==> src/rtl/ptm_pkg.sv <==
`timescale 1ns / 1ps

package ptm_pkg;

  // Default sizing
  localparam int TABLE_DEPTH_DEF  = 64;
  localparam int MAX_OPERANDS_DEF = 4;
  localparam int OPCODE_BITS_DEF  = 8;
  localparam int COST_BITS_DEF    = 16;

  // Fixed field geometry
  localparam int CHECK_BITS  = 44;  // constraint field, 11 bits per operand
  localparam int OPER_BITS   = 11;
  localparam int OPER_LIMIT  = 5;   // highest operand count the cells are built for

  // Commands
  localparam logic CMD_INSERT = 1'b0;
  localparam logic CMD_QUERY  = 1'b1;

  // Result status codes
  localparam logic [1:0] ST_INSERTED = 2'd0;
  localparam logic [1:0] ST_REJECTED = 2'd1;
  localparam logic [1:0] ST_MATCH    = 2'd2;
  localparam logic [1:0] ST_NOMATCH  = 2'd3;

  // Operand kinds
  localparam logic [1:0] KIND_REG  = 2'd0;
  localparam logic [1:0] KIND_INT  = 2'd1;
  localparam logic [1:0] KIND_FLT  = 2'd2;

  // Register index (byte address bit 2)
  localparam logic REG_SELECT_MODE = 1'b0;

  // Control that travels with an item along the chain
  typedef struct packed {
    logic valid;
    logic cmd;
    logic ins_ok;
    logic found;
  } ptm_ctl_t;

  // One result item
  typedef struct packed {
    logic [1:0]  status;
    logic [5:0]  rule_index;
    logic [15:0] chosen_cost;
    logic [15:0] chosen_tag;
  } ptm_result_t;

  // Bit width of a type code, 0 for void and unknown codes
  function automatic logic [7:0] type_width(input logic [3:0] code);
    logic [7:0] w;
    case (code)
      4'd1:    w = 8'd1;
      4'd2:    w = 8'd8;
      4'd3:    w = 8'd16;
      4'd4:    w = 8'd32;
      4'd5:    w = 8'd64;
      4'd6:    w = 8'd64;
      4'd7:    w = 8'd32;
      4'd8:    w = 8'd64;
      4'd9:    w = 8'd128;
      default: w = 8'd0;
    endcase
    return w;
  endfunction

  // One operand against its constraint word
  function automatic logic operand_ok(input logic [10:0] chk, input logic [1:0] kind,
                                      input logic [3:0] tcode);
    logic       is_imm;
    logic [7:0] w;
    logic       ok;
    is_imm = (kind == KIND_INT) || (kind == KIND_FLT);
    w      = type_width(tcode);
    ok     = 1'b1;
    if (chk[10] && !is_imm) ok = 1'b0;
    if (chk[9] && (kind != KIND_REG)) ok = 1'b0;
    if (chk[8] && !is_imm) ok = 1'b0;
    if ((chk[7:0] != 8'd0) && (w != 8'd0) && (w > chk[7:0])) ok = 1'b0;
    return ok;
  endfunction

endpackage

==> src/rtl/ptm_out_queue.sv <==
`timescale 1ns / 1ps

// Two-entry result queue at the end of the chain
module ptm_out_queue (
  input  logic                 clk_i,
  input  logic                 rst_ni,
  input  logic                 push_i,
  input  ptm_pkg::ptm_result_t data_i,
  input  logic                 pop_i,
  output logic                 full_o,
  output logic                 valid_o,
  output ptm_pkg::ptm_result_t data_o
);

  ptm_pkg::ptm_result_t entry_q [2];
  logic       wr_q, rd_q;
  logic [1:0] count_q, count_d;

  always_ff @(posedge clk_i) begin
    if (push_i) begin
      entry_q[wr_q] <= data_i;
    end
  end

  always_comb begin
    count_d = count_q;
    if (push_i && !pop_i) count_d = count_q + 2'd1;
    if (!push_i && pop_i) count_d = count_q - 2'd1;
  end

  always_ff @(posedge clk_i or negedge rst_ni) begin
    if (!rst_ni) begin
      wr_q    <= 1'b0;
      rd_q    <= 1'b0;
      count_q <= 2'd0;
    end else begin
      if (push_i) wr_q <= ~wr_q;
      if (pop_i) rd_q <= ~rd_q;
      count_q <= count_d;
    end
  end

  assign full_o  = (count_q == 2'd2);
  assign valid_o = (count_q != 2'd0);
  assign data_o  = entry_q[rd_q];

endmodule

==> config.mk <==
export PLATFORM = sky130hd
export DESIGN_NAME = ptm_out_queue
export DESIGN_NICKNAME = d
export VERILOG_FILES = /design/src/rtl/ptm_pkg.sv /design/src/rtl/ptm_out_queue.sv
export SDC_FILE = /design/constraint.sdc
export NUM_CORES = 1
export LEC_CHECK = 0
export BUFFER_PORTS_ARGS = -buffer_cell sky130_fd_sc_hd__buf_2
export CAP_MARGIN = 20
export CORE_AREA = 4 4 85 87
export DETAILED_ROUTE_END_ITERATION = 10
export DIE_AREA = 0 0 89 91
export PLACE_DENSITY = 0.84
export SLEW_MARGIN = 5
export SYNTH_ARGS = -nofsm -noshare
export SYNTH_HDL_FRONTEND = slang
export SYNTH_SLANG_ARGS = --single-unit
==> constraint.sdc <==
create_clock -name clk_i -period 2.8 [get_ports clk_i]
set_input_delay 0.42 -clock clk_i [delete_from_list [all_inputs] [get_ports clk_i]]
set_output_delay 0.42 -clock clk_i [all_outputs]
set_load 0.02 [all_outputs]
# Yosys cells after proc, flatten, opt, wreduce, memory -nomap -nowiden

Memories as Yosys holds them, arrays and structs flattened.
Index checks and enable logic that the tools add are counted.

Flip-flop bits (word level): 4
Bits in writable memories: 80
Input bits: 44
Output and inout bits: 42
Logic and storage cells: 19
Memories: 1

Add/sub/neg operators: 2
Equality and inequality tests: 1
Mux-type cells: 4
Bitwise logic cells: 2
Reductions and logical operators: 6

Memories:

| name    | words | width | read ports | clocked after Yosys merged registers in | write ports | RTL line            | RTL |
|---|---|---|---|---|---|---|---|
| entry_q | 2     | 40    | 1          | 0                                       | 1           | ptm_out_queue.sv:15 | `ptm_pkg::ptm_result_t entry_q [2];` |

Operator list:

| kind                                                                | count |
|---|---|
| 2-bit two-way mux                                                   | 2 |
| 2-bit nonzero test                                                  | 2 |
| 2-bit by 1-bit adder with 2-bit output (second input constant)      | 1 |
| 2-bit equality test (second input constant)                         | 1 |
| 1-bit logical AND                                                   | 2 |
| 1-bit logical NOT                                                   | 2 |
| 1-bit two-way mux                                                   | 2 |
| 1-bit inverter                                                      | 2 |
| 2-bit by 1-bit subtractor with 2-bit output (second input constant) | 1 |

# Depth between registers and ports, before layout

Depth after elaboration: 4
Depth in mapped cells: 5
Gate-level depth less buffers: 5

# Least setup slack after synthesis

OpenSTA, ideal clock, no wires.

Kind: input -> register
Start point: input push_i
End point: memory entry_q[0][0] (netlist name) (enable)
Setup time: 0.437 ns
Arrival: 2.151 ns
Required time: 2.363 ns
Path slack: 0.211 ns
Stages on the path: 2
Path buffers: 0
Cell sequence: inv_1 -> nor2_1

Cells in the longest elaborated chain, start to end: 2

RTL lines:

| item                                    | RTL line            | RTL |
|---|---|---|
| start: declaration                      | ptm_out_queue.sv:7  | `input logic push_i,` |
| 1-bit two-way mux                       | ptm_out_queue.sv:20 | `if (push_i) begin` |
| 1-bit two-way mux (implied by the code) | ptm_out_queue.sv:21 | `entry_q[wr_q] <= data_i;` |
| end: declaration                        | ptm_out_queue.sv:15 |  |

Every way passes these cells.

==> qor.json <==
{
  "status": {
    "outcome": "finished clean"
  },
  "global_route": {
    "grt_antenna_before_repair": 0,
    "overflow": 0,
    "globalRouteTotalUtil_pct": 13.8,
    "via_count_of_the_first_global_routing_pass": 1641,
    "largest_net_degree_at_the_start_of_global_routing": 42,
    "grt_first_pass_wirelength_mm": 8.22
  },
  "sta": {
    "finClkSkew_ps": 2.98,
    "timing.max_slew.rel_slack_pct": 63.7,
    "timing.setup.tns_ps": 0,
    "setup_viol": 0,
    "post-route-min-period_ps": 1980,
    "max_freq_mhz": 506,
    "timing_max_transition_violations_final": 0,
    "hold_viol_final": 0,
    "max_slew.worst_pin.slew_ps": 543,
    "min_period_over_period_pct": 70.6,
    "unrepaired_setup_endpoints_after_global_routing": "no"
  },
  "clocking": {
    "postCtsHoldBufs": 1,
    "cts_max_level": 3,
    "tritoncts_buffers": 9,
    "worst_setup_hold_path_clk_slew_ps": 70,
    "worst_skew_pair.late_latency_ps": 330,
    "cts_setup_buffers": 0,
    "cts_sinks": 84,
    "cts_root_buf": "sky130_fd_sc_hd__clkbuf_8",
    "tritoncts": "built",
    "clk_path_buf_depth": 2,
    "cts.repair.resized": 0
  },
  "yosys": {
    "ys_dominant_reg_cell": "sky130_fd_sc_hd__edfxtp_1",
    "number_of_storage_elements_in_the_synthesis_netlist": 84,
    "syn-instance-count": 141,
    "synth.distinct_cells": 14,
    "synth_area_leader_cell": "sky130_fd_sc_hd__edfxtp_1",
    "syn-num-nets": 186,
    "synthDominantCellAreaShare_pct": 73.3,
    "synth_seq_area_share_pct": 76.4,
    "top_cells_by_area_synth": "sky130_fd_sc_hd__edfxtp_1 (73%), sky130_fd_sc_hd__mux2_4 (18%), sky130_fd_sc_hd__dfrtp_1 (3.1%)",
    "synthesis.area_mm2": 0.00328,
    "synth_area_per_cell_um2": 23.2,
    "post-synth-top-count-cell": "sky130_fd_sc_hd__edfxtp_1",
    "synth_warnings": 0,
    "ys_async_sr_fraction_pct": 4.76,
    "number_of_flops_mapped_to_enable_cells_by_yosys": 80,
    "netlist_top_cells_count": "sky130_fd_sc_hd__edfxtp_1 (80), sky130_fd_sc_hd__mux2_4 (39), sky130_fd_sc_hd__buf_12 (4), sky130_fd_sc_hd__dfrtp_1 (4), sky130_fd_sc_hd__xor2_1 (3)"
  },
  "setup_path": {
    "r2r_cells": 2,
    "r2r_start": "wr_q$_DFFE_PN0P_",
    "r2r_end": "entry_q[1][9]$_DFFE_PP_",
    "required_ps": 2380,
    "cp-start-kind": "flop",
    "endpoint_kind": "output port",
    "crit_type": "flop to output port",
    "worst_ep_arrival_time_ps": 1560,
    "reg2reg_slack_ps": 1180,
    "crit_fanout": 41
  },
  "power_and_ir_drop": {
    "power.density_cell_area_mw_per_mm2": 1000,
    "irDropWorstVdd_uv": 571,
    "leakage_nw": 1.60
  },
  "die": {
    "design.die.area_mm2": 0.00810,
    "die_height_um": 91,
    "std_cell_rows": 29,
    "ioPinCount": 86,
    "initial_utilization_pct": 51.6,
    "dieWidth_um": 89,
    "core_area_mm2": 0.00635
  },
  "placed_design": {
    "placement.cell_area_mm2": 0.00376,
    "estimated_wirelength_of_the_detail_placed_design_mm": 3.61,
    "numPortBuffers": 85,
    "finalWeightedCongestion": 0.663
  },
  "min_path": {
    "hold_class": "input port to flop",
    "whs_endpoint": "entry_q[1][4]$_DFFE_PP_",
    "holdCritStartpoint": "data_i[4]",
    "worstHoldPathCells": 1
  },
  "route": {
    "drt-initial-drc-count": 62,
    "viasPerCell": 4.91,
    "detail_route.first_pass.iterations": 3,
    "antenna_violating_nets_post_route": 0,
    "drc": 0,
    "wl_mm": 5.19,
    "post_drt_wl_per_cell_um": 16.3,
    "route.vias.total": 1562
  },
  "final_layout": {
    "diodes": 0,
    "nNetsFinal": 281,
    "finish.instance_area_mm2": 0.00394,
    "post_route_cells_drive_above_1_share_pct": 60.2,
    "area_growth_pct": 20.1
  },
  "flow_run": {
    "maxCapViolCount": 0
  }
}
[worst max-delay path by stage]
stage / startpoint / endpoint / slack (ps)
global route: rd_q$_DFFE_PN0P_ / data_o[31] / 740
finish: rd_q$_DFFE_PN0P_ / data_o[31] / 820
CTS: rd_q$_DFFE_PN0P_ / data_o[31] / 800
floorplan: push_i / entry_q[0][0]$_DFFE_PP_ / 210
detailed placement: push_i / entry_q[1][4]$_DFFE_PP_ / 1070
global placement: push_i / entry_q[1][7]$_DFFE_PP_ / 1110
[cell families (layout without fill, tap and decap cells)]
family / after synthesis / in the layout / synth area share [%]
XOR/XNOR: 5 / 5 / 1.34
buffers and inverters: 6 / 106 / 2.90
adder cells (fa/ha/maj): 1 / 1 / 0.382
flip-flops: 84 / 84 / 76.4
AND/OR/NAND/NOR: 5 / 5 / 0.802
multiplexers: 40 / 40 / 18.2
[layout make-up]
class | count | area (um2)
flip-flops and latches | 84 | 2500
clock buffers | 11 | 131
clock inverters | 5 | 28.8
inverters | 1 | 3.75
fillers | 464 | 2410
well taps | 77 | 96.3
multi-input cells | 51 | 688
repair buffers | 89 | 483
[worst max-delay path, cell delays in order, from the launching register on]
cell	delay (ps)
sky130_fd_sc_hd__dfrtp_2	370
sky130_fd_sc_hd__buf_12	290
sky130_fd_sc_hd__mux2_2	380
sky130_fd_sc_hd__buf_2	160
[per-stage QoR]
step                      power (mW)  instances  hold slack [ps]  worst slack [ps]  util [%]
after floorplan                 2.99        141              124               211         -
after global placement          3.27        301              230              1110      59.3
after detailed placement        3.30        301              234              1070      59.3
after CTS                       4.01        318              244               796      62.0
after global routing            4.17        318              244               739      62.0
final                           3.94        318              270               823      62.0
[placed cells by master, fill, tap and decap left out, types with 2 or more instances in the layout]
cell | netlist | layout
sky130_fd_sc_hd__buf_12 | 4 | 2
sky130_fd_sc_hd__buf_2 | 0 | 85
sky130_fd_sc_hd__clkbuf_1 | 0 | 2
sky130_fd_sc_hd__clkbuf_8 | 0 | 9
sky130_fd_sc_hd__clkinv_2 | 0 | 2
sky130_fd_sc_hd__clkinvlp_4 | 0 | 2
sky130_fd_sc_hd__dfrtp_1 | 4 | 3
sky130_fd_sc_hd__edfxtp_1 | 80 | 80
sky130_fd_sc_hd__mux2_4 | 39 | 39
sky130_fd_sc_hd__xnor2_1 | 2 | 2
sky130_fd_sc_hd__xor2_1 | 3 | 3
[metal layers]
layer	vias up	global-route usage, %	share of wire [%]
met4	0	6.33	1.6
met1	755	17.9	41
met2	59	21.7	49
li1	739	-	-
met5	-	0	0
met3	9	3.80	8.1
[power breakdown]
group          internal (mW)  total [mW]  switching (mW)
clock                  0.316       0.693           0.377
combinational          0.683        1.49           0.809
sequential              1.67        1.75          0.0825
total                   2.67        3.94            1.27
[sequential cells by signal, summed over array words and instances, names as in the netlist]
| signal | flops |
|---|---|
| count_q | 2 |
| entry_q | 80 |
| rd_q | 1 |
| wr_q | 1 |
Note: power is estimated with default switching activity, not from simulation.
