File: src/rtl/ptm_pkg.sv
`timescale 1ns / 1ps

package ptm_pkg;

  // Default sizing
  localparam int TABLE_DEPTH_DEF  = 64;
  localparam int MAX_OPERANDS_DEF = 4;
  localparam int OPCODE_BITS_DEF  = 8;
  localparam int COST_BITS_DEF    = 16;

  // Fixed field geometry
  localparam int CHECK_BITS  = 44;  // constraint field, 11 bits per operand
  localparam int OPER_BITS   = 11;
  localparam int OPER_LIMIT  = 5;   // highest operand count the cells are built for

  // Commands
  localparam logic CMD_INSERT = 1'b0;
  localparam logic CMD_QUERY  = 1'b1;

  // Result status codes
  localparam logic [1:0] ST_INSERTED = 2'd0;
  localparam logic [1:0] ST_REJECTED = 2'd1;
  localparam logic [1:0] ST_MATCH    = 2'd2;
  localparam logic [1:0] ST_NOMATCH  = 2'd3;

  // Operand kinds
  localparam logic [1:0] KIND_REG  = 2'd0;
  localparam logic [1:0] KIND_INT  = 2'd1;
  localparam logic [1:0] KIND_FLT  = 2'd2;

  // Register index (byte address bit 2)
  localparam logic REG_SELECT_MODE = 1'b0;

  // Control that travels with an item along the chain
  typedef struct packed {
    logic valid;
    logic cmd;
    logic ins_ok;
    logic found;
  } ptm_ctl_t;

  // One result item
  typedef struct packed {
    logic [1:0]  status;
    logic [5:0]  rule_index;
    logic [15:0] chosen_cost;
    logic [15:0] chosen_tag;
  } ptm_result_t;

  // Bit width of a type code, 0 for void and unknown codes
  function automatic logic [7:0] type_width(input logic [3:0] code);
    logic [7:0] w;
    case (code)
      4'd1:    w = 8'd1;
      4'd2:    w = 8'd8;
      4'd3:    w = 8'd16;
      4'd4:    w = 8'd32;
      4'd5:    w = 8'd64;
      4'd6:    w = 8'd64;
      4'd7:    w = 8'd32;
      4'd8:    w = 8'd64;
      4'd9:    w = 8'd128;
      default: w = 8'd0;
    endcase
    return w;
  endfunction

  // One operand against its constraint word
  function automatic logic operand_ok(input logic [10:0] chk, input logic [1:0] kind,
                                      input logic [3:0] tcode);
    logic       is_imm;
    logic [7:0] w;
    logic       ok;
    is_imm = (kind == KIND_INT) || (kind == KIND_FLT);
    w      = type_width(tcode);
    ok     = 1'b1;
    if (chk[10] && !is_imm) ok = 1'b0;
    if (chk[9] && (kind != KIND_REG)) ok = 1'b0;
    if (chk[8] && !is_imm) ok = 1'b0;
    if ((chk[7:0] != 8'd0) && (w != 8'd0) && (w > chk[7:0])) ok = 1'b0;
    return ok;
  endfunction

endpackage

File: src/rtl/ptm_cell.sv
`timescale 1ns / 1ps

// One table slot: holds one rule and passes each item on to the next slot.
module ptm_cell #(
  parameter int TABLE_DEPTH  = ptm_pkg::TABLE_DEPTH_DEF,
  parameter int MAX_OPERANDS = ptm_pkg::MAX_OPERANDS_DEF,
  parameter int OPCODE_BITS  = ptm_pkg::OPCODE_BITS_DEF,
  parameter int COST_BITS    = ptm_pkg::COST_BITS_DEF,
  parameter int CELL_INDEX   = 0
) (
  input  logic                                  clk_i,
  input  logic                                  rst_ni,
  input  logic                                  adv_i,
  input  logic                                  mode_i,
  input  ptm_pkg::ptm_ctl_t                     ctl_i,
  input  logic [OPCODE_BITS-1:0]                opc_i,
  input  logic [3:0]                            cnt_i,
  input  logic [7:0]                            kinds_i,
  input  logic [15:0]                           types_i,
  input  logic [ptm_pkg::CHECK_BITS-1:0]        checks_i,
  input  logic [$clog2(TABLE_DEPTH+1)-1:0]      held_i,
  input  logic [((TABLE_DEPTH > 1) ? $clog2(TABLE_DEPTH) : 1)-1:0] idx_i,
  input  logic [COST_BITS-1:0]                  cost_i,
  input  logic [15:0]                           tag_i,
  output ptm_pkg::ptm_ctl_t                     ctl_o,
  output logic [OPCODE_BITS-1:0]                opc_o,
  output logic [3:0]                            cnt_o,
  output logic [7:0]                            kinds_o,
  output logic [15:0]                           types_o,
  output logic [ptm_pkg::CHECK_BITS-1:0]        checks_o,
  output logic [$clog2(TABLE_DEPTH+1)-1:0]      held_o,
  output logic [((TABLE_DEPTH > 1) ? $clog2(TABLE_DEPTH) : 1)-1:0] idx_o,
  output logic [COST_BITS-1:0]                  cost_o,
  output logic [15:0]                           tag_o
);

  localparam int IDX_W     = (TABLE_DEPTH > 1) ? $clog2(TABLE_DEPTH) : 1;
  localparam int CNT_W     = $clog2(TABLE_DEPTH + 1);
  localparam int CHK_PAD_W = ptm_pkg::OPER_LIMIT * ptm_pkg::OPER_BITS;
  localparam int KND_PAD_W = ptm_pkg::OPER_LIMIT * 2;
  localparam int TYP_PAD_W = ptm_pkg::OPER_LIMIT * 4;
  localparam logic [IDX_W-1:0] MY_IDX  = IDX_W'(CELL_INDEX);
  localparam logic [CNT_W-1:0] MY_SLOT = CNT_W'(CELL_INDEX);

  // Stored rule
  logic [OPCODE_BITS-1:0]         key_opc_q;
  logic [3:0]                     key_cnt_q;
  logic [ptm_pkg::CHECK_BITS-1:0] checks_q;
  logic [COST_BITS-1:0]           price_q;
  logic [15:0]                    emit_q;

  // Item stage
  ptm_pkg::ptm_ctl_t              ctl_q, ctl_d;
  logic [OPCODE_BITS-1:0]         opc_q;
  logic [3:0]                     cnt_q;
  logic [7:0]                     kinds_q;
  logic [15:0]                    types_q;
  logic [ptm_pkg::CHECK_BITS-1:0] chk_q;
  logic [CNT_W-1:0]               held_q;
  logic [IDX_W-1:0]               idx_q, idx_d;
  logic [COST_BITS-1:0]           cost_q, cost_d;
  logic [15:0]                    tag_q, tag_d;

  logic [CHK_PAD_W-1:0] chk_pad;
  logic [KND_PAD_W-1:0] kinds_pad;
  logic [TYP_PAD_W-1:0] types_pad;
  logic                 ops_ok;
  logic                 match;
  logic                 active;
  logic                 take;
  logic                 wr_rule;

  // Operands past the field widths read as zero
  assign chk_pad   = CHK_PAD_W'(checks_q);
  assign kinds_pad = KND_PAD_W'(kinds_i);
  assign types_pad = TYP_PAD_W'(types_i);

  // Operand checks, independent per operand
  always_comb begin
    ops_ok = 1'b1;
    for (int i = 0; i < ptm_pkg::OPER_LIMIT; i++) begin
      if ((i < MAX_OPERANDS) && (i < int'(cnt_i))) begin
        if (!ptm_pkg::operand_ok(chk_pad[i*ptm_pkg::OPER_BITS +: ptm_pkg::OPER_BITS],
                                 kinds_pad[i*2 +: 2], types_pad[i*4 +: 4])) begin
          ops_ok = 1'b0;
        end
      end
    end
  end

  assign match  = (key_opc_q == opc_i) && (key_cnt_q == cnt_i) && ops_ok;
  assign active = ctl_i.valid && (ctl_i.cmd == ptm_pkg::CMD_QUERY) && (MY_SLOT < held_i);
  // First mode keeps the earliest match; best mode replaces on strictly lower cost
  assign take   = active && match && (!ctl_i.found || (mode_i && (price_q < cost_i)));

  always_comb begin
    ctl_d = ctl_i;
    idx_d = idx_i;
    cost_d = cost_i;
    tag_d = tag_i;
    if (take) begin
      ctl_d.found = 1'b1;
      idx_d  = MY_IDX;
      cost_d = price_q;
      tag_d  = emit_q;
    end
  end

  // An accepted insert lands in the slot it carries
  assign wr_rule = adv_i && ctl_i.valid && (ctl_i.cmd == ptm_pkg::CMD_INSERT) &&
                   ctl_i.ins_ok && (idx_i == MY_IDX);

  always_ff @(posedge clk_i) begin
    if (wr_rule) begin
      key_opc_q <= opc_i;
      key_cnt_q <= cnt_i;
      checks_q  <= checks_i;
      price_q   <= cost_i;
      emit_q    <= tag_i;
    end
  end

  // Control of the item stage
  always_ff @(posedge clk_i or negedge rst_ni) begin
    if (!rst_ni) begin
      ctl_q <= '0;
    end else if (adv_i) begin
      ctl_q <= ctl_d;
    end
  end

  // Payload of the item stage
  always_ff @(posedge clk_i) begin
    if (adv_i) begin
      opc_q   <= opc_i;
      cnt_q   <= cnt_i;
      kinds_q <= kinds_i;
      types_q <= types_i;
      chk_q   <= checks_i;
      held_q  <= held_i;
      idx_q   <= idx_d;
      cost_q  <= cost_d;
      tag_q   <= tag_d;
    end
  end

  assign ctl_o    = ctl_q;
  assign opc_o    = opc_q;
  assign cnt_o    = cnt_q;
  assign kinds_o  = kinds_q;
  assign types_o  = types_q;
  assign checks_o = chk_q;
  assign held_o   = held_q;
  assign idx_o    = idx_q;
  assign cost_o   = cost_q;
  assign tag_o    = tag_q;

endmodule

File: config.mk
export PLATFORM = sky130hd
export DESIGN_NAME = ptm_cell
export DESIGN_NICKNAME = d
export VERILOG_FILES = /design/src/rtl/ptm_pkg.sv /design/src/rtl/ptm_cell.sv
export SDC_FILE = /design/constraint.sdc
export NUM_CORES = 1
export LEC_CHECK = 0
export ABC_AREA = 1
export BUFFER_PORTS_ARGS = -buffer_cell sky130_fd_sc_hd__buf_4
export CORE_MARGIN = 2
export CORE_UTILIZATION = 55
export CTS_CLUSTER_SIZE = 10
export DETAILED_ROUTE_END_ITERATION = 10
export PLACE_DENSITY = 0.82
export SLEW_MARGIN = 40
export SYNTH_ARGS = -nofsm -noshare
export SYNTH_HDL_FRONTEND = slang
export SYNTH_SLANG_ARGS = --single-unit
File: constraint.sdc
create_clock -name clk_i -period 3.1 [get_ports clk_i]
set_input_delay 0.155 -clock clk_i [delete_from_list [all_inputs] [get_ports clk_i]]
set_output_delay 0.155 -clock clk_i [all_outputs]
set_load 0.05 [all_outputs]
; ---- Yosys cells after proc, flatten, opt, wreduce, memory -nomap -nowiden
; Memory sizes are Yosys's and may differ from the RTL's.
; Index checks and enable logic that the tools add are counted.
[op_classes]
magnitude_cmp = 10
eq_ne = 10
n_mux = 35
bitwise = 1
reduce_logical = 54
[ops]
columns = operator, n
row1 = 8-bit nonzero test, 8
row2 = 8-bit greater-than comparator, 4
row3 = 16-bit 2-to-1 mux, 2
row4 = 8-bit 2-to-1 mux, 4
row5 = 1-bit logical AND, 31
row6 = 1-bit 2-to-1 mux, 29
row7 = 16-bit less-than comparator, 1
row8 = 2-bit by 1-bit == test with 1-bit output (second input constant), 4
row9 = 2-bit == test (second input constant), 4
row10 = 8-bit == test, 1
row11 = 1-bit by 4-bit less-than comparator with 1-bit output (first input constant), 2
row12 = 2-bit by 4-bit less-than comparator with 1-bit output (first input constant), 2
row13 = 2-bit nonzero test, 4
row14 = 1-bit by 7-bit less-than comparator with 1-bit output (first input constant), 1
row15 = 6-bit logical NOT, 1
row16 = 1-bit logical NOT, 5
row17 = 1-bit logical OR, 5
row18 = 4-bit == test, 1
row19 = 1-bit inverter, 1
[word_totals]
reg_bits = 217
rom_bits = 384
out_inout_bits = 129
n_memories = 4
[mem_list]
columns = memory, depth, width, rd, rd_ports_with_merged_regs, write_ports, line_no
row1 = (name not given), 16, 6, 1, 0, 0, ptm_pkg.sv:53  ; case (code)
row2 = (name not given), 16, 6, 1, 0, 0, ptm_pkg.sv:53
row3 = (name not given), 16, 6, 1, 0, 0, ptm_pkg.sv:53
row4 = (name not given), 16, 6, 1, 0, 0, ptm_pkg.sv:53

; ---- Logic depth before layout (Yosys ltp)
; Gate-level depths: netlist of the first run.
[logic_depth]
word_depth = 21
depth_mapped = 21

; ---- Worst setup path before layout of the first run
; Ideal clock, no wire load.
[synth_timing]
path_kind = input -> register
start = input idx_i[3] (netlist bit)
end = register checks_q[0] (netlist bit), enable pin
arrival_ps = 6635
required_time_ps = 2457
slack_ps = -4178
cell_stages = 2
path_cell_list = or4_1 > nor3_1
[synth_between]
elab_chain_cells = 2
[synth_lines]
columns = item, line_no
row1 = start: declaration, ptm_cell.sv:22  ; input logic [((TABLE_DEPTH > 1) ? $clog2(TABLE_DEPTH) : 1)-1:0] idx_i,
row2 = 6-bit logical NOT, ptm_cell.sv:111  ; ctl_i.ins_ok && (idx_i == MY_IDX);
row3 = 1-bit logical AND, ptm_cell.sv:111
row4 = net wr_rule, ptm_cell.sv:71  ; logic wr_rule;
row5 = end signal: assignment, ptm_cell.sv:117  ; checks_q <= checks_i;
row6 = end: declaration, ptm_cell.sv:48  ; logic [ptm_pkg::CHECK_BITS-1:0] checks_q;
; The timed path passes the listed nets, and every way through them passes these cells.
; A chain may end at the register's enable or synchronous reset.

; ---- Final worst setup path of the first run
[layout_timing]
start = input types_i[1]
end = register tag_q[11] (netlist: tag_o[11]), data pin
[layout_between]
elab_chain_cells = 19
[layout_lines]
columns = item, line_no
row1 = start: declaration, ptm_cell.sv:19  ; input logic [15:0] types_i,
row2 = memory read 16 x 6 bit (*), --
row3 = 8-bit 2-to-1 mux (*), ptm_cell.sv:82  ; if ((i < MAX_OPERANDS) && (i < int'(cnt_i))) begin
row4 = branches (longest 2 deep; another with 8-bit greater-than comparator), --
row5 = 1-bit logical AND (*), ptm_pkg.sv:80  ; if ((chk[7:0] != 8'd0) && (w != 8'd0) && (w > chk[7:0])) ok = 1'b0;
row6 = 1-bit 2-to-1 mux (*), ptm_pkg.sv:80
row7 = 1-bit 2-to-1 mux (*), ptm_cell.sv:82
row8 = 1-bit 2-to-1 mux (*), ptm_cell.sv:83  ; if (!ptm_pkg::operand_ok(chk_pad[i*ptm_pkg::OPER_BITS +: ptm_pkg::OPER_BITS],
row9 = 1-bit 2-to-1 mux (*), ptm_cell.sv:82
row10 = [... 2 more ...], --
row11 = 1-bit 2-to-1 mux, ptm_cell.sv:83
row12 = 1-bit 2-to-1 mux (*), ptm_cell.sv:82
row13 = 1-bit 2-to-1 mux, ptm_cell.sv:83
row14 = 1-bit 2-to-1 mux (*), ptm_cell.sv:82
row15 = 1-bit logical AND (*), ptm_cell.sv:91  ; assign match = (key_opc_q == opc_i) && (key_cnt_q == cnt_i) && ops_ok;
row16 = 1-bit logical AND (*) (2 in series), ptm_cell.sv:94  ; assign take = active && match && (!ctl_i.found || (mode_i && (price_q < cost_i)));
row17 = 16-bit 2-to-1 mux (*), ptm_cell.sv:101  ; if (take) begin
row18 = net tag_d[11], ptm_cell.sv:62  ; logic [15:0] tag_q, tag_d;
row19 = end signal: assignment, ptm_cell.sv:143  ; tag_q <= tag_d;
row20 = end: declaration, ptm_cell.sv:62
; Mark *: on every way through the listed nets, which the timed path passes. The select of a mux whose other input is x is not followed.

==> run metrics, run 1 <==
IO Port Bufs=261; Via-to-Cell Ratio=5.19; Final setup viols=0; layout cells sized above 1=26.0%; Main synth FF type=edfxtp_1; Overflow after GRT=0; Final #Nets=1,383; FMAX=0.347 GHz; post-CTS setup buffers=0; Critical Path Start=types_i[1]; Total Routing Usage GR=27.7%; CTS H-tree depth=1; DR WL met3=1970 um; Post-Syn Area per Cell=12.1 um2; DRT iter0 DRCs=476; status=finished, final reports clean; WL met2=13,500 um; post-route clock skew=0.0149 ns; PwrDens=approximately 530 nW/um2; area grow syn2layout=45.4%; CTS Buf Count=25; CP max stage delay=0.53 ns; ANT nets after route=0; cell with the most instances after synthesis=edfxtp_1; Core Box Area=16,600 um2; startpoint types=primary input; RSZ-0062 raised after global routing=false; fin crit period=2.88 ns; register area share after synthesis=approximately 69%; ranking of synthesized cells by area=edfxtp_1 68%, ha_1 7.9%, nand2_1 7.2%; setup TNS=0 ns; first-pass GRT wire length=approximately 39,000 um; Critical path buffers and inverters=6; count of different cell masters after synthesis=28; synth cell count leaders=213 x edfxtp_1, 180 x nand2_1, 118 x inv_1; Worst Path Arrival=3.14 ns; Final Hold Viols=0; Tightest Hold Check Type=primary input to register; DIE AREA=approximately 18,000 um2; Critical Path Sink Type=register; initial antenna violation count=0; post-cts sizing count=0; Yosys reg bits=217; drt wl/cell=about 18 um; Clock Latency Late Sink=between 0.5 and 0.6 ns; WP data required=3.36 ns; dpl hpwl=roughly 14,000 um; max_slew headroom=52.9%; worst flop-to-flop path startpoint=checks_q[7]$_DFFE_PP_; Antenna Cells=0; crit path max fanout=21; syn_nets=967; metal1 wirelength=approximately 9200 um; CTS tree=yes; Cell Chain, Critical Path=dlygate4sd3_1 -> buf_4 -> inv_1 -> ha_1 -> nand3_1 -> inv_1 -> ha_1 -> nand2_1 -> nor2_1 -> nand3_1 -> nand2_1 -> nand2_1 -> nand3_1 -> nand2_1 -> inv_1 -> nand2_1 -> nand2_2 -> nand3_1 -> buf_4 -> nand2_1 -> nand2_1; leading area contributor after synthesis=edfxtp_1; Worst-Margin Slew=0.707 ns; TritonRoute pass-1 iters=6; DRC Markers=0; Ys Warns=0; clock-pin transition on the worst setup and hold timing paths=0.06 ns; CTS Sinks=about 220; Largest delay share family, worst path=simple AND/OR/NAND/NOR gates; DR vias=about 7,400; max layer used=met4; Root Driver=clkbuf_16; beginning of the worst hold path=adv_i; die height=135 um; number of global-route vias before repair=7,683; Synth top area share=68.2%; max-slew violation count=0; Routability Congestion=0.819; Clock Tree Buf Depth=3; leakage power=6.24 nW; Mapped Cells=775; mapped cell area=9380 um2; total power=7.24 mW; cell mode on critical path=nand2_1; std cell rows=47; drt total wl=25,400 um; Chip Width=135 um; Initial Util=56.3%; Ports=262; CP max stage cell=dlygate4sd3_1; EDFF count, synth=roughly 210; fin crit share=between 90% and 100%; maximum vdd drop=515 uV; Post-synth ARST share=around 1.8%; largest net degree at the start of global routing=approximately 130; crit path kind=primary input to register; Max Cap Violations=0
## layer usage
layer  global-route usage (%)  vias up
met5                        0        -
met1                     31.3     3479
li1                         -     3454
met2                     51.6      376
met3                     6.08       66
met4                     9.53        0
## repair_timing
action	in CTS	in global routing
endpoints found under the setup margin	0	0
endpoints found under the hold margin	221	0
hold buffers	132	0
## state kept, by name, summed over array words and instances, names as in the netlist
| register | flops |
|---|---|
| checks_o | 44 |
| kinds_o | 8 |
| ctl_o | 4 |
| key_cnt_q | 4 |
| key_opc_q | 8 |
| types_o | 16 |
| price_q | 16 |
| cnt_o | 4 |
| cost_o | 16 |
| emit_q | 16 |
| opc_o | 8 |
| held_o | 7 |
| checks_q | 44 |
| tag_o | 16 |
| idx_o | 6 |
## cell families (layout without fill, tap and decap cells)
kind of cell	count (synthesis)	after routing	synth area share [%]
buffers and inverters	139	565	5.83
xor gates and xnor gates	4	4	0.374
adders and majority gates	59	59	7.87
DFF	217	217	69.3
and+or+nand+nor	327	327	14.9
AOI/OAI and AO/OA	29	29	1.75
## worst paths after layout
| check | depth (start not counted) | to | slack (ns) |
|---|---|---|---|
| hold / removal | 2 | checks_o[26]$_DFFE_PP_ | 0.33 |
| max in group asynchronous | 3 | ctl_o[3]$_DFFE_PN0P_ | 2.36 |
| min in group asynchronous | 3 | ctl_o[1]$_DFFE_PN0P_ | 0.57 |
| setup reg to reg | 16 | tag_o[11]$_DFFE_PP_ | 0.64 |
| setup / recovery | 21 | tag_o[11]$_DFFE_PP_ | 0.22 |
| hold reg to reg | 2 | ctl_o[1]$_DFFE_PN0P_ | 0.51 |
## metrics by stage
stage          instance area, um2  utilization [%]  cells  hold WS (ns)  setup slack (ns)
6_report                    13600             81.9   1421         0.332             0.218
5_1_grt                     13600             81.9   1421         0.336           0.00758
4_1_cts                     13600             81.9   1421         0.308             0.337
3_5_place_dp                11600             69.9   1252       -0.0488             0.382
3_3_place_gp                11600             69.9   1252       -0.0480             0.489
2_1_floorplan                9390                -    775        -0.141            -0.119
## report_power, final
group          switching, mW  leakage, nW  internal, mW  total, mW
Combinational          0.811         3.86         0.455       1.27
Sequential            0.0489         2.06          3.38       3.43
Clock                   1.07        0.326          1.47       2.54
## cell usage in the layout, fill, tap and decap left out
cell type and count:
nor3_1 10, dlygate4sd3_1 132, a21oi_1 16, nand4_1 34, inv_1 118, or2_2 3, edfxtp_1 213, o21bai_1 1
buf_12 1, o21ai_0 6, xnor2_1 1, nor2_1 62, inv_2 8, nand3_1 32, a21boi_2 1, buf_4 269
nor2_4 1, clkbuf_16 25, ha_1 59, nand2_1 180, dfrtp_1 4, a21o_1 3, nand3b_1 2, nor3_4 1
nand2_2 1, inv_6 1, xor2_1 3, or4_4 1, o22ai_1 2, clkbuf_1 11
## cell type report
class,count,area (um2)
inverters,126,473
clock buffers,36,667
repair buffers,402,3360
flip-flops and latches,217,6500
fillers,840,3010
well taps,220,275
multi-input cells,419,2350
clock inverters,1,8.76
(Power assumes the default switching activity.)
==> run 2, diff against run 1 <==
Clock period 3.1 ns to 3.6 ns, I/O delays scaled along.
==> run 2 against run 1 <==
Against the previous run:
- critical path depth shrank 1
- critical endpoint is now tag_o[13]$_DFFE_PP_
- combinational power shrank 14%
- critical path type unchanged
- worst hold slack worse by 0.31 ns
- utilization stayed put
- total power fell by 13%
==> run metrics, run 2 (same netlist as run 1, synthesis figures left out) <==
CP max stage cell=dlygate4sd3_1; maximum vdd drop=489 uV (-5.0%); DRT iter0 DRCs=429 (-9.9%); post-CTS setup buffers=0 (unchanged); non-filler instance count after layout=1,429 (+0.56%); first-pass GRT wire length=39,000 um (+0.41%); CTS H-tree depth=1 (unchanged); Final Hold Viols=0 (unchanged); ANT nets after route=0 (unchanged); DRC Markers=0 (unchanged); pre-CTS setup slack=0.870 ns (+0.487 ns); std cell rows=47 (unchanged); WP data required=3.95 ns (+0.59 ns); WL met2=13,500 um (+0.41%); leakage power=6.24 nW (about the same); Initial Util=56.3% (unchanged); cell mode on critical path=nand2_1; Worst-Margin Slew=0.624 ns (-0.0830 ns); Via-to-Cell Ratio=5.13 (-1.1%); crit path max fanout=33 (+57%); CP max stage delay=0.56 ns (+0.03 ns); Final setup viols=0 (unchanged); max_slew headroom=58.4% (+5.5 points); fin crit period=around 3.1 ns; dpl hpwl=14,800 um (+3.1%); TritonRoute pass-1 iters=7 (+1); initial antenna violation count=3 (+3); Root Driver=clkbuf_16; CTS Sinks=217 (unchanged); area grow syn2layout=45.4% (unchanged); layout cells sized above 1=25.8% (-0.19 points); Final #Nets=1,380 (-0.22%); crit path kind=primary input to register; Clock Tree Buf Depth=3 (unchanged); PwrDens=461 nW/um2 (-13%); Core Box Area=16,600 um2 (unchanged); Clock Latency Late Sink=0.50 ns (about the same); largest net degree at the start of global routing=68 (-47%); fin crit share=85.3%; commonest cells after routing, fill and taps aside=269 x buf_4, 213 x edfxtp_1, 180 x nand2_1; drt total wl=25,400 um (about the same); Worst Path Arrival=3.42 ns (+0.28 ns); Total Routing Usage GR=28.0% (+0.33 points); RSZ-0062 raised after global routing=false; number of global-route vias before repair=7,544 (-1.8%); CP Depth=20 (-4.8%); CTS Buf Count=25 (unchanged); CTS tree=yes; Reg2Reg Capture Point=tag_o[13]$_DFFE_PP_; startpoint types=primary input; most common cell after layout, fill and taps aside=buf_4; DIE AREA=18,100 um2 (unchanged); FF-to-FF path depth=13 (-3); clock-pin transition on the worst setup and hold timing paths=0.05 ns (about the same); Critical path buffers and inverters=6 (unchanged); setup TNS=0 ns (unchanged); max-slew violation count=0 (unchanged); # placed instances=1,252 (unchanged); Final WS setup=0.530 ns (+0.312 ns); Routability Congestion=0.838 (+2.4%); Critical Path Sink Type=register; Largest delay share family, worst path=simple AND/OR/NAND/NOR gates; post-cts sizing count=0 (unchanged); Chip Width=135 um (unchanged); Ports=262 (unchanged); DR WL met3=1870 um (-5.3%); fin util=81.9% (unchanged); IO Port Bufs=261 (unchanged); max layer used=met4; worst flop-to-flop path startpoint=checks_q[40]$_DFFE_PP_; Cell Chain, Critical Path=dlygate4sd3_1 -> buf_4 -> inv_1 -> ha_1 -> inv_1 -> nor3_1 -> nor2_1 -> inv_1 -> ha_1 -> nand4_1 -> nor2_1 -> nor2_1 -> nand3_1 -> nand2_1 -> nand2_1 -> nand2_1 -> nor2_4 -> buf_4 -> nand4_1 -> nand2_1; status=finished, final reports clean; CTS Hold Buffers Added=129 (-2.3%); metal1 wirelength=9150 um (-0.34%); FMAX=approximately 0.33 GHz; Max Cap Violations=0 (unchanged); post-route clock skew=0.00843 ns (-0.00650 ns); Overflow after GRT=0 (unchanged); Tightest Hold Check Type=primary input to async pin; R2R Setup Slk=1.25 ns (+0.61 ns); drt wl/cell=17.8 um (-0.52%); die height=135 um (unchanged); DR vias=7,333 (-0.57%)
[run 2: cell types whose count changed in the layout (fill, tap and decap cells not counted), sizes merged]
| cell | before | now |
|---|---|---|
| dlygate4sd3 | 132 | 129 |
| diode | 0 | 3 |
| inv | 127 | 126 |
| clkbuf | 36 | 45 |
[run 2: cell type report]
type | count | area (um2)
inverters | 126 | 473
well taps | 220 | 275
multi-input cells | 419 | 2340
fillers | 870 | 3010
repair buffers | 399 | 3320
diodes | 3 | 7.51
clock buffers | 45 | 711
flip-flops and latches | 217 | 6500
[run 2: metrics by stage]
step | cell area [um2] | hold WS (ns) | power, mW
3_3_place_gp | 11600 | -0.0222 | 3.93
3_5_place_dp | 11600 | -0.0230 | 3.94
4_1_cts | 13600 | 0.00178 | 6.27
6_report | 13600 | 0.0207 | 6.28
5_1_grt | 13600 | 0.00950 | 6.47
2_1_floorplan | 9390 | -0.116 | 3.54
[run 2: worst register-to-register path: cells and delay by family (launching register included)]
family	cells	cell delay (ns)
adders and majority gates	1	0.34
and+or+nand+nor	10	1.12
buffers and inverters	2	0.41
DFF	1	0.35
[run 2: power breakdown]
group	switching [mW]	internal (mW)	leakage, nW
combinational	0.699	0.390	3.84
sequential	0.0422	2.91	2.06
clock	0.920	1.32	0.338
[run 2: worst max-delay path by stage]
stage	to	startpoint	slack (ns)
3_3_place_gp	cost_o[10]$_DFFE_PP_	types_i[8]	1.04
5_1_grt	tag_o[13]$_DFFE_PP_	types_i[12]	0.45
4_1_cts	cost_o[3]$_DFFE_PP_	types_i[8]	0.83
6_report	tag_o[13]$_DFFE_PP_	types_i[12]	0.53
2_1_floorplan	checks_q[0]$_DFFE_PP_	idx_i[3]	0.32
3_5_place_dp	cost_o[8]$_DFFE_PP_	types_i[8]	0.87
[run 2: per-layer routing]
metal / track usage [%] / vias to the layer above
met5: 0 / -
met4: 11.1 / 0
met3: 5.11 / 67
met2: 51.6 / 352
met1: 32.3 / 3457
li1: - / 3457
==> run 3, diff against run 2 <==
Settings changed: CORE_UTILIZATION 55 to 52, PLACE_DENSITY 0.82 to 0.78.
Clock period 3.6 ns to 3 ns, I/O delays scaled along.
==> run 3 against run 2 <==
Against the previous run:
- die area up 5.6%
- combinational power up 20%
- critical path depth up 1
- first-iteration DRC count down 7.0%
- highest routed layer unchanged
- clock skew up 0.0021 ns
- largest cell class unchanged
- register-to-register slack worse by 0.90 ns
==> run metrics, run 3 (same netlist as run 1, synthesis figures left out) <==
status=finished, final reports clean; Clock Tree Buf Depth=3 (unchanged); GR peak layer=met2; fin crit share=between 90% and 100%; Routability Congestion=0.828 (-1.2%); startpoint types=primary input; number of global-route vias before repair=7,541 (-0.040%); post-CTS setup buffers=0 (unchanged); crit path kind=primary input to register; met2 Usage GRT=48.1% (-3.5 points); CTS tree=yes; Overflow after GRT=0 (unchanged); cell mode on critical path=nand2_1; PwrDens=549 nW/um2 (+19%); DR vias=7,207 (-1.7%); Chip Width=138 um (+2.8%); drt total wl=24,700 um (-2.5%); CTS Sinks=217 (unchanged); Root Driver=clkbuf_16; Tightest Hold Check Type=primary input to register; die height=138 um (+2.8%); maximum vdd drop=505 uV (+3.5%); FMAX=0.352 GHz; Final Hold Viols=0 (unchanged); DRT iter0 DRCs=399 (-7.0%); fin util=76.6% (-5.3 points); Critical Path Sink Type=register; DRC Markers=0 (unchanged); ANT nets after route=0 (unchanged); area grow syn2layout=45.7%; Clock Latency Late Sink=0.51 ns (about the same); Final setup viols=0 (unchanged); Worst Hold Depth=2; Final #Nets=1,383 (+0.22%); fin crit period=2.84 ns; std cell rows=49 (+4.3%); clock-pin transition on the worst setup and hold timing paths=0.06 ns (about the same); Initial Util=52.5% (-3.8 points); layout cells sized above 1=25.9% (+0.086 points); dpl hpwl=14,800 um (+0.26%); Critical Path Sink=cost_o[14]$_DFFE_PP_; Ports=262 (unchanged); first-pass GRT wire length=39,500 um (+1.1%); GR Layer Usage met1=30.0% (-2.3 points); TritonRoute pass-1 iters=5 (-2); Worst Path Arrival=3.09 ns (-0.33 ns); CTS H-tree depth=1 (unchanged); DIE AREA=19,100 um2 (+5.6%); Critical Path Start=types_i[8]; Via-to-Cell Ratio=5.04 (-1.9%); Cell Chain, Critical Path=dlygate4sd3_1 -> buf_4 -> inv_1 -> ha_1 -> inv_1 -> o21ai_0 -> nand2_1 -> inv_1 -> ha_1 -> nand2_1 -> nor2_1 -> nand2_1 -> nor2_1 -> nor2_1 -> nand3_1 -> a21boi_2 -> nor2_4 -> nand3_1 -> buf_6 -> nand2_1 -> nand2_1; largest net degree at the start of global routing=89 (+31%); Worst-Margin Slew=0.768 ns (+0.144 ns); crit path max fanout=38 (+15%); drt wl/cell=17.3 um (-2.7%); worst flop-to-flop path startpoint=price_q[13]$_DFFE_PP_; Reg2Reg Capture Point=cost_o[14]$_DFFE_PP_; commonest cells after routing, fill and taps aside=266 x buf_4, 213 x edfxtp_1, 180 x nand2_1; Max Cap Violations=0 (unchanged); max_slew headroom=48.8% (-9.6 points); Core Box Area=17,800 um2 (+7.2%); leakage power=6.25 nW (+0.11%); CP max stage delay=0.54 ns (-0.02 ns); FF-to-FF path depth=12 (-1); post-route clock skew=0.0105 ns (+0.00210 ns); CTS Buf Count=25 (unchanged); RSZ-0062 raised after global routing=false; initial antenna violation count=0 (-3); most common cell after layout, fill and taps aside=buf_4; met3 usage=4.54% (-0.57 points); Total Routing Usage GR=25.8% (-2.2 points); Design Area, Final=13,700 um2 (+0.22%); CP max stage cell=dlygate4sd3_1; IO Port Bufs=261 (unchanged); WP data required=3.24 ns (-0.71 ns); fill count=1,070 (+23%); Antenna Cells=0 (-3); R2R Setup Slk=0.35 ns (-0.90 ns); placed cell area=11,700 um2 (+0.34%); max-slew violation count=0 (unchanged)
run 3: cell count changes in the layout (fill, tap and decap cells not counted):
cell and delta:
dlygate4sd3_1 +3, buf_4 -3, buf_6 +1, clkbuf_8 -1, clkbuf_1 -6, or4_4 +1, buf_12 +2, or4_1 -1
diode_2 -3
run 3: cell type report:
type	count	area, um2	share of cell area [%]
clock buffer	38	674	4.94
inverter	126	473	3.46
multi-input combinational	419	2350	17.2
sequential	217	6500	47.6
tap	229	287	2.10
timing repair buffer	402	3380	24.8
run 3: routing by layer:
layer	part of all wire (%)	vias up	routed length, um
li1	-	3451	-
met1	37	3387	9100
met2	53	308	13200
met3	6.6	61	1620
met4	3.3	0	820
met5	0	-	0
run 3: how the worst min path moves through the flow:
| stage | startpoint | endpoint | slack, ns |
|---|---|---|---|
| 6_report | adv_i | checks_o[30]$_DFFE_PP_ | 0.23 |
| 5_1_grt | adv_i | types_o[8]$_DFFE_PP_ | 0.23 |
| 4_1_cts | adv_i | checks_o[27]$_DFFE_PP_ | 0.23 |
| 3_5_place_dp | rst_ni | ctl_o[0]$_DFFE_PN0P_ | -0.05 |
| 3_3_place_gp | rst_ni | ctl_o[1]$_DFFE_PN0P_ | -0.05 |
| 2_1_floorplan | rst_ni | ctl_o[0]$_DFFE_PN0P_ | -0.15 |
run 3: power breakdown:
part           internal (mW)  leakage [nW]  switching (mW)
sequential              3.49          2.06          0.0492
combinational          0.472          3.86           0.834
clock                   1.52         0.323            1.13
total                   5.49          6.25            2.01
run 3: stage by stage:
stage / hold WS (ns) / std cells / power [mW] / setup TNS, ns / setup slack, ns
2_1_floorplan: -0.146 / 775 / 4.25 / -18.82 / -0.214
3_3_place_gp: -0.0496 / 1260 / 4.71 / 0 / 0.362
3_5_place_dp: -0.0502 / 1261 / 4.74 / 0 / 0.238
4_1_cts: 0.226 / 1431 / 7.51 / 0 / 0.223
5_1_grt: 0.228 / 1431 / 7.73 / 0 / 0.00197
6_report: 0.225 / 1431 / 7.50 / 0 / 0.158
run 3: repair_timing:
item                                    CTS  global route
resized for setup                         0             2
hold buffers                            132             0
endpoints found under the setup margin    0            18
endpoints found under the hold margin   221             0
run 3: worst max-delay path: cells and delay by family:
family / cells / cell delay (ns)
AO/OA/AOI/OAI: 2 / 0.18
adder cells (fa/ha/maj): 2 / 0.49
buffers and inverters: 6 / 1.14
AND/OR/NAND/NOR: 11 / 1.10
